[src/hw/rtl/ulc_pkg.sv]
// Shared types and constants of the ULPI link controller.
package ulc_pkg;

    localparam logic [1:0] CMD_WRITE_CODE = 2'b10;
    localparam logic [1:0] CMD_READ_CODE  = 2'b11;
    localparam logic [3:0] TXCMD_NIBBLE   = 4'b0100;

    localparam int IN_DATA_W  = 40;
    localparam int OUT_DATA_W = 40;

    // Register access phases, one-hot.
    typedef enum logic [6:0] {
        PH_IDLE         = 7'b0000001,
        PH_WAIT_DIR_OUT = 7'b0000010,
        PH_SET_ADDR     = 7'b0000100,
        PH_SET_DATA     = 7'b0001000,
        PH_STOP         = 7'b0010000,
        PH_WAIT_DIR_IN  = 7'b0100000,
        PH_GET_DATA     = 7'b1000000
    } phase_t;

    // One cycle of pins and requests, last field in the lowest bits.
    typedef struct packed {
        logic [4:0] pad;
        logic [7:0] tx_data;
        logic       tx_valid;
        logic [7:0] req_wdata;
        logic [5:0] req_addr;
        logic       req_read;
        logic       req_valid;
        logic [7:0] phy_data;
        logic       phy_nxt;
        logic       phy_dir;
    } in_item_t;

    // One cycle of results, last field in the lowest bits.
    typedef struct packed {
        logic       pad;
        logic [7:0] rx_status;
        logic       tx_ready;
        logic [7:0] rx_byte;
        logic       rx_eop;
        logic       rx_sop;
        logic       rx_valid;
        logic [7:0] req_rdata;
        logic       req_done;
        logic       stop_pin;
        logic       bus_drive;
        logic [7:0] bus_out;
    } out_item_t;

    // What the access sequencer hands to the framing logic and the registers.
    typedef struct packed {
        logic [7:0] bus;
        logic       stp;
        logic       done;
        logic [7:0] rdata;
        phase_t     phase;
        logic [7:0] cmd;
        logic       wdata_we;
    } seq_out_t;

endpackage

[src/hw/rtl/ulpi_link_controller_core.sv]
// Top level of the ULPI link controller: stream ports, state and result registers.
//
// Each item is one sampled 60 MHz ULPI clock cycle of pins and requests; the block
// returns one result item per input item, in order. It takes one item per clock
// while the output is not stalled; each item goes from the input register to the
// result register, and the link state (access phase, pending command, last dir,
// receive and transmit flags, RX CMD status) updates once per item as it moves there.
module ulpi_link_controller_core
    import ulc_pkg::*;
(
    input  logic                  clk,
    input  logic                  rst_n,
    input  logic                  s_tvalid,
    output logic                  s_tready,
    // phy_dir, phy_nxt, phy_data[7:0], req_valid, req_read, req_addr[5:0],
    // req_wdata[7:0], tx_valid, tx_data[7:0], zero fill
    input  logic [IN_DATA_W-1:0]  s_tdata,
    output logic                  m_tvalid,
    input  logic                  m_tready,
    // bus_out[7:0], bus_drive, stop_pin, req_done, req_rdata[7:0], rx_valid,
    // rx_sop, rx_eop, rx_byte[7:0], tx_ready, rx_status[7:0], zero fill
    output logic [OUT_DATA_W-1:0] m_tdata
);

    logic       in_valid_reg;
    logic       in_valid_next;
    in_item_t   in_item_reg;
    logic       out_valid_reg;
    logic       out_valid_next;
    out_item_t  out_item_reg;

    phase_t     phase_reg;
    logic [7:0] cmd_reg;
    logic [7:0] wdata_reg;
    logic       last_dir_reg;
    logic [7:0] status_reg;
    logic       in_receive_reg;
    logic       in_transmit_reg;

    seq_out_t   seq;
    out_item_t  result;
    logic       in_receive_next;
    logic       in_transmit_next;
    logic [7:0] status_next;

    logic       take;
    logic       advance;

    assign advance  = in_valid_reg && (!out_valid_reg || m_tready);
    assign s_tready = !in_valid_reg || advance;
    assign take     = s_tvalid && s_tready;

    assign in_valid_next  = take || (in_valid_reg && !advance);
    assign out_valid_next = advance || (out_valid_reg && !m_tready);

    assign m_tvalid = out_valid_reg;
    assign m_tdata  = out_item_reg;

    ulc_access u_access (
        .phase (phase_reg),
        .cmd   (cmd_reg),
        .wdata (wdata_reg),
        .item  (in_item_reg),
        .seq   (seq)
    );

    ulc_frame u_frame (
        .item             (in_item_reg),
        .seq              (seq),
        .last_dir         (last_dir_reg),
        .in_receive       (in_receive_reg),
        .in_transmit      (in_transmit_reg),
        .status           (status_reg),
        .result           (result),
        .in_receive_next  (in_receive_next),
        .in_transmit_next (in_transmit_next),
        .status_next      (status_next)
    );

    always_ff @(posedge clk or negedge rst_n)
    begin
        if (!rst_n)
        begin
            in_valid_reg    <= 1'b0;
            out_valid_reg   <= 1'b0;
            phase_reg       <= PH_IDLE;
            cmd_reg         <= 8'h00;
            last_dir_reg    <= 1'b0;
            status_reg      <= 8'h00;
            in_receive_reg  <= 1'b0;
            in_transmit_reg <= 1'b0;
        end
        else
        begin
            in_valid_reg  <= in_valid_next;
            out_valid_reg <= out_valid_next;
            if (advance)
            begin
                phase_reg       <= seq.phase;
                cmd_reg         <= seq.cmd;
                last_dir_reg    <= in_item_reg.phy_dir;
                status_reg      <= status_next;
                in_receive_reg  <= in_receive_next;
                in_transmit_reg <= in_transmit_next;
            end
        end
    end

    // Payload registers carry no reset.
    always_ff @(posedge clk)
    begin
        if (take)
        begin
            in_item_reg <= s_tdata;
        end
        if (advance)
        begin
            out_item_reg <= result;
            if (seq.wdata_we)
            begin
                wdata_reg <= in_item_reg.req_wdata;
            end
        end
    end

endmodule

[src/hw/rtl/ulc_access.sv]
// Register access sequencer: next phase, command and bus byte for one cycle.
module ulc_access
    import ulc_pkg::*;
(
    input  phase_t     phase,
    input  logic [7:0] cmd,
    input  logic [7:0] wdata,
    input  in_item_t   item,
    output seq_out_t   seq
);

    always_comb
    begin
        seq.bus      = 8'h00;
        seq.stp      = 1'b0;
        seq.done     = 1'b0;
        seq.rdata    = 8'h00;
        seq.phase    = phase;
        seq.cmd      = cmd;
        seq.wdata_we = 1'b0;
        unique case (phase)
            PH_IDLE:
            begin
                if (cmd[7])
                begin
                    seq.phase = PH_WAIT_DIR_OUT;
                end
                if (item.req_valid)
                begin
                    seq.cmd      = {(item.req_read ? CMD_READ_CODE : CMD_WRITE_CODE),
                                    item.req_addr};
                    seq.wdata_we = 1'b1;
                end
            end
            PH_WAIT_DIR_OUT:
            begin
                if (!item.phy_dir)
                begin
                    seq.phase = PH_SET_ADDR;
                end
            end
            PH_SET_ADDR:
            begin
                seq.bus = cmd;
                if (item.phy_nxt)
                begin
                    seq.phase = cmd[6] ? PH_WAIT_DIR_IN : PH_SET_DATA;
                end
            end
            PH_SET_DATA:
            begin
                seq.bus  = wdata;
                seq.done = 1'b1;
                seq.cmd  = 8'h00;
                if (item.phy_nxt)
                begin
                    seq.phase = PH_STOP;
                end
            end
            PH_STOP:
            begin
                seq.stp   = 1'b1;
                seq.phase = PH_IDLE;
            end
            PH_WAIT_DIR_IN:
            begin
                if (item.phy_dir)
                begin
                    seq.phase = PH_GET_DATA;
                end
            end
            PH_GET_DATA:
            begin
                seq.done  = 1'b1;
                seq.rdata = item.phy_data;
                seq.cmd   = 8'h00;
                seq.phase = PH_IDLE;
            end
            default:
            begin
                seq.phase = PH_IDLE;
            end
        endcase
    end

endmodule

[src/hw/rtl/ulc_frame.sv]
// Receive framing, RX CMD status capture and transmit bus selection.
module ulc_frame
    import ulc_pkg::*;
(
    input  in_item_t   item,
    input  seq_out_t   seq,
    input  logic       last_dir,
    input  logic       in_receive,
    input  logic       in_transmit,
    input  logic [7:0] status,
    output out_item_t  result,
    output logic       in_receive_next,
    output logic       in_transmit_next,
    output logic [7:0] status_next
);

    logic       rx_valid;
    logic       eop;
    logic       tx_ready;
    logic [7:0] bus;
    logic       stp;

    assign rx_valid = item.phy_dir && last_dir && item.phy_nxt;
    assign tx_ready = !item.phy_dir && !last_dir && item.phy_nxt;
    assign eop = in_receive && (!item.phy_dir || (!item.phy_nxt && !item.phy_data[4]));

    // A packet end seen together with a valid byte still closes the packet.
    assign in_receive_next = eop ? 1'b0 : (rx_valid ? 1'b1 : in_receive);

    assign status_next = (item.phy_dir && last_dir && !item.phy_nxt) ? item.phy_data : status;

    always_comb
    begin
        bus              = item.tx_valid ? item.tx_data : seq.bus;
        stp              = seq.stp;
        in_transmit_next = in_transmit;
        if (!in_transmit && item.tx_valid)
        begin
            bus = {TXCMD_NIBBLE, item.tx_data[3:0]};
            if (tx_ready)
            begin
                in_transmit_next = 1'b1;
            end
        end
        else if (in_transmit && !item.tx_valid)
        begin
            stp              = 1'b1;
            in_transmit_next = 1'b0;
        end
    end

    always_comb
    begin
        result.pad       = 1'b0;
        result.rx_status = status;
        result.tx_ready  = tx_ready;
        result.rx_byte   = item.phy_data;
        result.rx_eop    = eop;
        result.rx_sop    = !in_receive && rx_valid;
        result.rx_valid  = rx_valid;
        result.req_rdata = seq.rdata;
        result.req_done  = seq.done;
        result.stop_pin  = stp;
        result.bus_drive = !item.phy_dir && !last_dir;
        result.bus_out   = bus;
    end

endmodule

[config.mk]
export PLATFORM = sky130hd
export DESIGN_NAME = ulpi_link_controller_core
export DESIGN_NICKNAME = d
export VERILOG_FILES = /design/src/hw/rtl/ulc_pkg.sv /design/src/hw/rtl/ulpi_link_controller_core.sv /design/src/hw/rtl/ulc_access.sv /design/src/hw/rtl/ulc_frame.sv
export SDC_FILE = /design/constraint.sdc
export NUM_CORES = 1
export LEC_CHECK = 0
export ABC_AREA = 1
export BUFFER_PORTS_ARGS = -buffer_cell sky130_fd_sc_hd__clkbuf_2
export CELL_PAD_IN_SITES_DETAIL_PLACEMENT = 1
export CELL_PAD_IN_SITES_GLOBAL_PLACEMENT = 1
export CORE_ASPECT_RATIO = 0.7
export CORE_UTILIZATION = 35
export CTS_CLUSTER_DIAMETER = 40
export DETAILED_ROUTE_END_ITERATION = 10
export PLACE_DENSITY = 0.64
export REMOVE_ABC_BUFFERS = 1
export SYNTH_ARGS = -nofsm -noshare
export SYNTH_HDL_FRONTEND = slang
export SYNTH_HIERARCHICAL = 1
export SYNTH_SLANG_ARGS = --single-unit
[constraint.sdc]
create_clock -name clk -period 2.41 [get_ports clk]
set_input_delay 0.482 -clock clk [delete_from_list [all_inputs] [get_ports clk]]
set_output_delay 0.482 -clock clk [all_outputs]
set_load 0.01 [all_outputs]
---- After elaboration in Yosys (flattened, before gate mapping) ----
Cells that the tools add are included.
storage, ports and cells
  flip-flop bits (word level) ............. 110
  bits of input ports ..................... 44
  logic and storage cells ................. 107
operators by class
  equality and inequality tests ........... 14
  mux-type cells .......................... 23
  reductions and logical operators ........ 40
operators with widths
  operator            number
  $mux 7              5
  $pmux 7 s5          1
  $pmux 8 s2          2
  $logic_and 1x1->1   14
  $ne 2x2->1 const B  6
  $logic_not 1->1     11
  $mux 1              11
  $mux 9              1
  $mux 8              1
  $eq 7x1->1 const B  1
  $eq 7x2->1 const B  1
  $eq 7x3->1 const B  1
  $eq 7x4->1 const B  1
  $eq 7x5->1 const B  1
  $eq 7x6->1 const B  1
  $eq 7x7->1 const B  1
  $mux 6              1
  $reduce_and 2->1    3
  $reduce_and 3->1    2
  $reduce_and 6->1    1
  $reduce_bool 2->1   3
  $logic_or 1x1->1    5
  $mux 4              1
  $ne 2x1->1 const B  1
  $reduce_or 2->1     1

---- Longest topological paths before layout ----
  word-level depth ........................ 6
  gate-level depth with buffers ........... 10

---- Hierarchy ----
The synthesis kept the hierarchy.
modules (own cells, without submodules)
  module                     instances  cells each  area an instance (µm²)  sequential area each (µm²)
  ulpi_link_controller_core  1          214         3,797.4                 3,344.5
  ulc_access                 1          136         638.1                   0.0
  ulc_frame                  1          99          561.8                   0.0

---- Worst setup path after synthesis ----
OpenSTA, ideal clock, no wires.
  kind .................................... input port to flip-flop
  start point ............................. input port m_tready
  end point ............................... register out_item_reg, in the netlist m_tdata[0], enable pin
  library setup time ...................... 395 ps
  arrival ................................. 1,626 ps
  required time ........................... 2,015 ps
  slack ................................... 389 ps
  cell stages on the path ................. 5
  buffers on the path ..................... 1
  path through ............................ inv_2 nand2_4 nand2_4 buf_6 inv_1
between the ends
  word-level cells in the longest chain between the ends .. 2
ends and longest elaborated chain
  element               line                              source
  start, declared       ulpi_link_controller_core.sv:19   input logic m_tready,
  $logic_or 1x1->1      ulpi_link_controller_core.sv:49   assign advance = in_valid_reg && (!out_valid_reg || m_tready);
  $logic_and 1x1->1     ulpi_link_controller_core.sv:49
  via advance           ulpi_link_controller_core.sv:47   logic advance;
  end signal, assigned  ulpi_link_controller_core.sv:118  out_item_reg <= result;
  end, declared         ulpi_link_controller_core.sv:30   out_item_t out_item_reg;
The timed path passes the listed nets, and every way through them passes these cells.
A chain may end at the register's enable or synchronous reset.

---- Final worst setup path ----
  start point ............................. register in_valid_reg
  end point ............................... output port s_tready
between the ends
  word-level cells in the longest chain between the ends .. 2
  elaborated cells between the ends (all ways) .. 3
  those cells by class .................... reduce/logical: 3
ends and longest elaborated chain
  element                                               line                                                              source
  start, declared                                       ulpi_link_controller_core.sv:25                                   logic in_valid_reg;
  start signal, assigned                                ulpi_link_controller_core.sv:95                                   in_valid_reg <= in_valid_next;
  $logic_not 1->1 or $logic_and 1x1->1 (tied branches)  ulpi_link_controller_core.sv:50, ulpi_link_controller_core.sv:49
  $logic_or 1x1->1 (*)                                  ulpi_link_controller_core.sv:50                                   assign s_tready = !in_valid_reg || advance;
  end, declared                                         ulpi_link_controller_core.sv:14                                   output logic s_tready,
Mark *: on every way between the ends. The rest lies on a longest branch, timed or not.

==> reports/metrics.cfg <==
[cts]
cts.sinks = 111
cts_setup_buffers = 0
htree_levels = 3
clock_latency_ns = 0.35
cts-root-buf = clkbuf_16
cts_buffers = 9
cts_tree = yes
clk_pin_slew_worst_paths_ns = 0.07
cts-resized-gates = 0
cts_max_path_buffers = 2
cts.hold.buffers_added = 0

[pwr]
p_sw_uw = 1480
vdd_drop_max_mv = 0.493
p_int_uw = 3520
power_per_cell_area_nw_per_um2 = 902
leakage_uw = 0.00248
power_frac_comb_pct = 18.4
swShare_pct = 29.6
p_clk_share_pct = 30.8
seqPwrFrac_pct = 50.8

[timing]
period_minus_slack_ns = 1.88
tns_ns = 0
setup_viol = 0
timing.final.ws_setup_ns = 0.529
max_freq_ghz = 0.532
slew_headroom_pct = 45.0
rsz0062_at_grt = false
period_share_pct = 78.0
report.final.hold_viol_count = 0
worstMarginPinSlew_ns = 0.826
slew_viol_final = 0
skew_ns = 0.00521

[worst_setup_path]
slowest_delay_ns = 0.66
end_kind = output pin
path_cells = nand3_1 > clkbuf_2
rrSetupSlack_ns = 0.53
worstSetupPathType = register to output pin
crit_required_ns = 1.93
reg2reg_depth = 8
r2r-end = wdata_reg[1]
arrival_ns = 1.40
r2r_start = phase_reg[2]
cp-start-kind = register
crit_slowest_cell = dfrtp_1
critPathBufInv = 1
cp_top_family = flip-flops
critPathMaxFanout = 12

[global_routing]
use_met3_pct = 4.42
grt_usage_pct = 16.4
grt_max_degree = 36
antenna_found_initial = 0
grt_pass1_vias = 3280
grt_pass1_wl_um = 17400
busiest_layer = met2
met2_usage_pct = 26.0
met1_usage_pct = 22.0
grt_overflow = 0

[finish]
post_route_cells_drive_above_1_share_pct = 25.7
diodes = 0
area_growth_pct = 14.1
stdcell_area_um2 = 5530
post-route-util_pct = 41.6
largest_reg_flops = 40
nets = 545

[place]
place.gp.congestion = 0.772
dp_slack_ns = 0.524
placed_cell_area_um2 = 5230
io_buffers = 80
dpl.hpwl_um = 7600

[outcome]
outcome = finished clean

[synth]
ys_warn_count = 6
syn_area_um2 = 4850
syn_inst = 444
syn_area_per_cell_um2 = 10.9

[drt]
vias = 3159
detail-route-antenna-nets = 0
drc_errors = 0
dr.pass1.iters = 4
routedWlPerCell_um = 15.6
drt_wl_total_um = 10800
drt_iter0_drc = 165
vias_per_cell = 4.57

[die]
die_height_um = 100
dieArea_um2 = 14300
ios = 86
die_w_um = 143
initial_core_util_pct = 36.4
num_rows = 35
core-area_um2 = 13300

[job]
cap_violations = 0

[min_path]
hold_class = primary input to asynchronous set/reset pin

## worst max path at each step
stage / from / to / slack, ns / cells past startpoint
after floorplan: in_valid_reg / m_tdata[0] / 0.13 / 2
after global placement: m_tready / m_tdata[10] / 0.55 / 6
after detailed placement: m_tready / m_tdata[10] / 0.52 / 6
after CTS: in_valid_reg / s_tready / 0.51 / 2
after global routing: phase_reg[2] / wdata_reg[7] / 0.37 / 8
final: in_valid_reg / s_tready / 0.53 / 2
## final cells by class
cell class / count / area, um^2
Clock buffer: 11 / 243
Clock inverter: 5 / 63.8
Fill cell: 1506 / 7780
Inverter: 52 / 198
Multi-Input combinational cell: 240 / 1140
Sequential cell: 111 / 3190
Tap cell: 185 / 231
Timing Repair Buffer: 87 / 465
## power by group through the flow
stage          combinational, uW  clock (uW)  sequential, uW
2_1_floorplan                576           0            2570
3_5_place_dp                 926           0            2580
4_1_cts                      930        1580            2540
6_report                     919        1540            2540
5_1_grt                     1050        1650            2570
3_3_place_gp                 883           0            2560
## worst register-to-register path: stages, from the launching register on
cell,delay [ns]
dfrtp_1,0.43
nor2_1,0.18
nand3_1,0.19
nor2_8,0.23
inv_4,0.10
nor2_1,0.12
inv_1,0.05
nor2_1,0.09
buf_4,0.19
## per-layer routing
| metal | routed length (um) | up-vias |
|---|---|---|
| li1 | - | 1526 |
| met4 | 136 | 0 |
| met2 | 5040 | 61 |
| met5 | 0 | - |
| met1 | 5110 | 1560 |
| met3 | 477 | 12 |
## cells in the final DEF (no fill, tap or decap), drive strengths merged
| master | instances |
|---|---|
| buf | 7 |
| nand4 | 1 |
| nor2 | 29 |
| nor4 | 1 |
| dfstp | 1 |
| edfxtp | 83 |
| a21oi | 3 |
| o21ai | 28 |
| nand2 | 129 |
| nand3 | 44 |
| dfrtp | 27 |
| o21bai | 1 |
| bufinv | 1 |
| inv | 54 |
| conb | 1 |
| clkinvlp | 1 |
| clkinv | 1 |
| clkbuf | 91 |
| a31oi | 1 |
| nor3 | 2 |
## metrics by stage
step                cells  hold WS [ns]  total power, uW
finish                691         0.221             4990
global route          691         0.276             5270
CTS                   691         0.252             5060
detailed placement    675         0.412             3500
global placement      675         0.409             3440
floorplan             403         0.186             3140
Power figures use the tool's default switching activity.
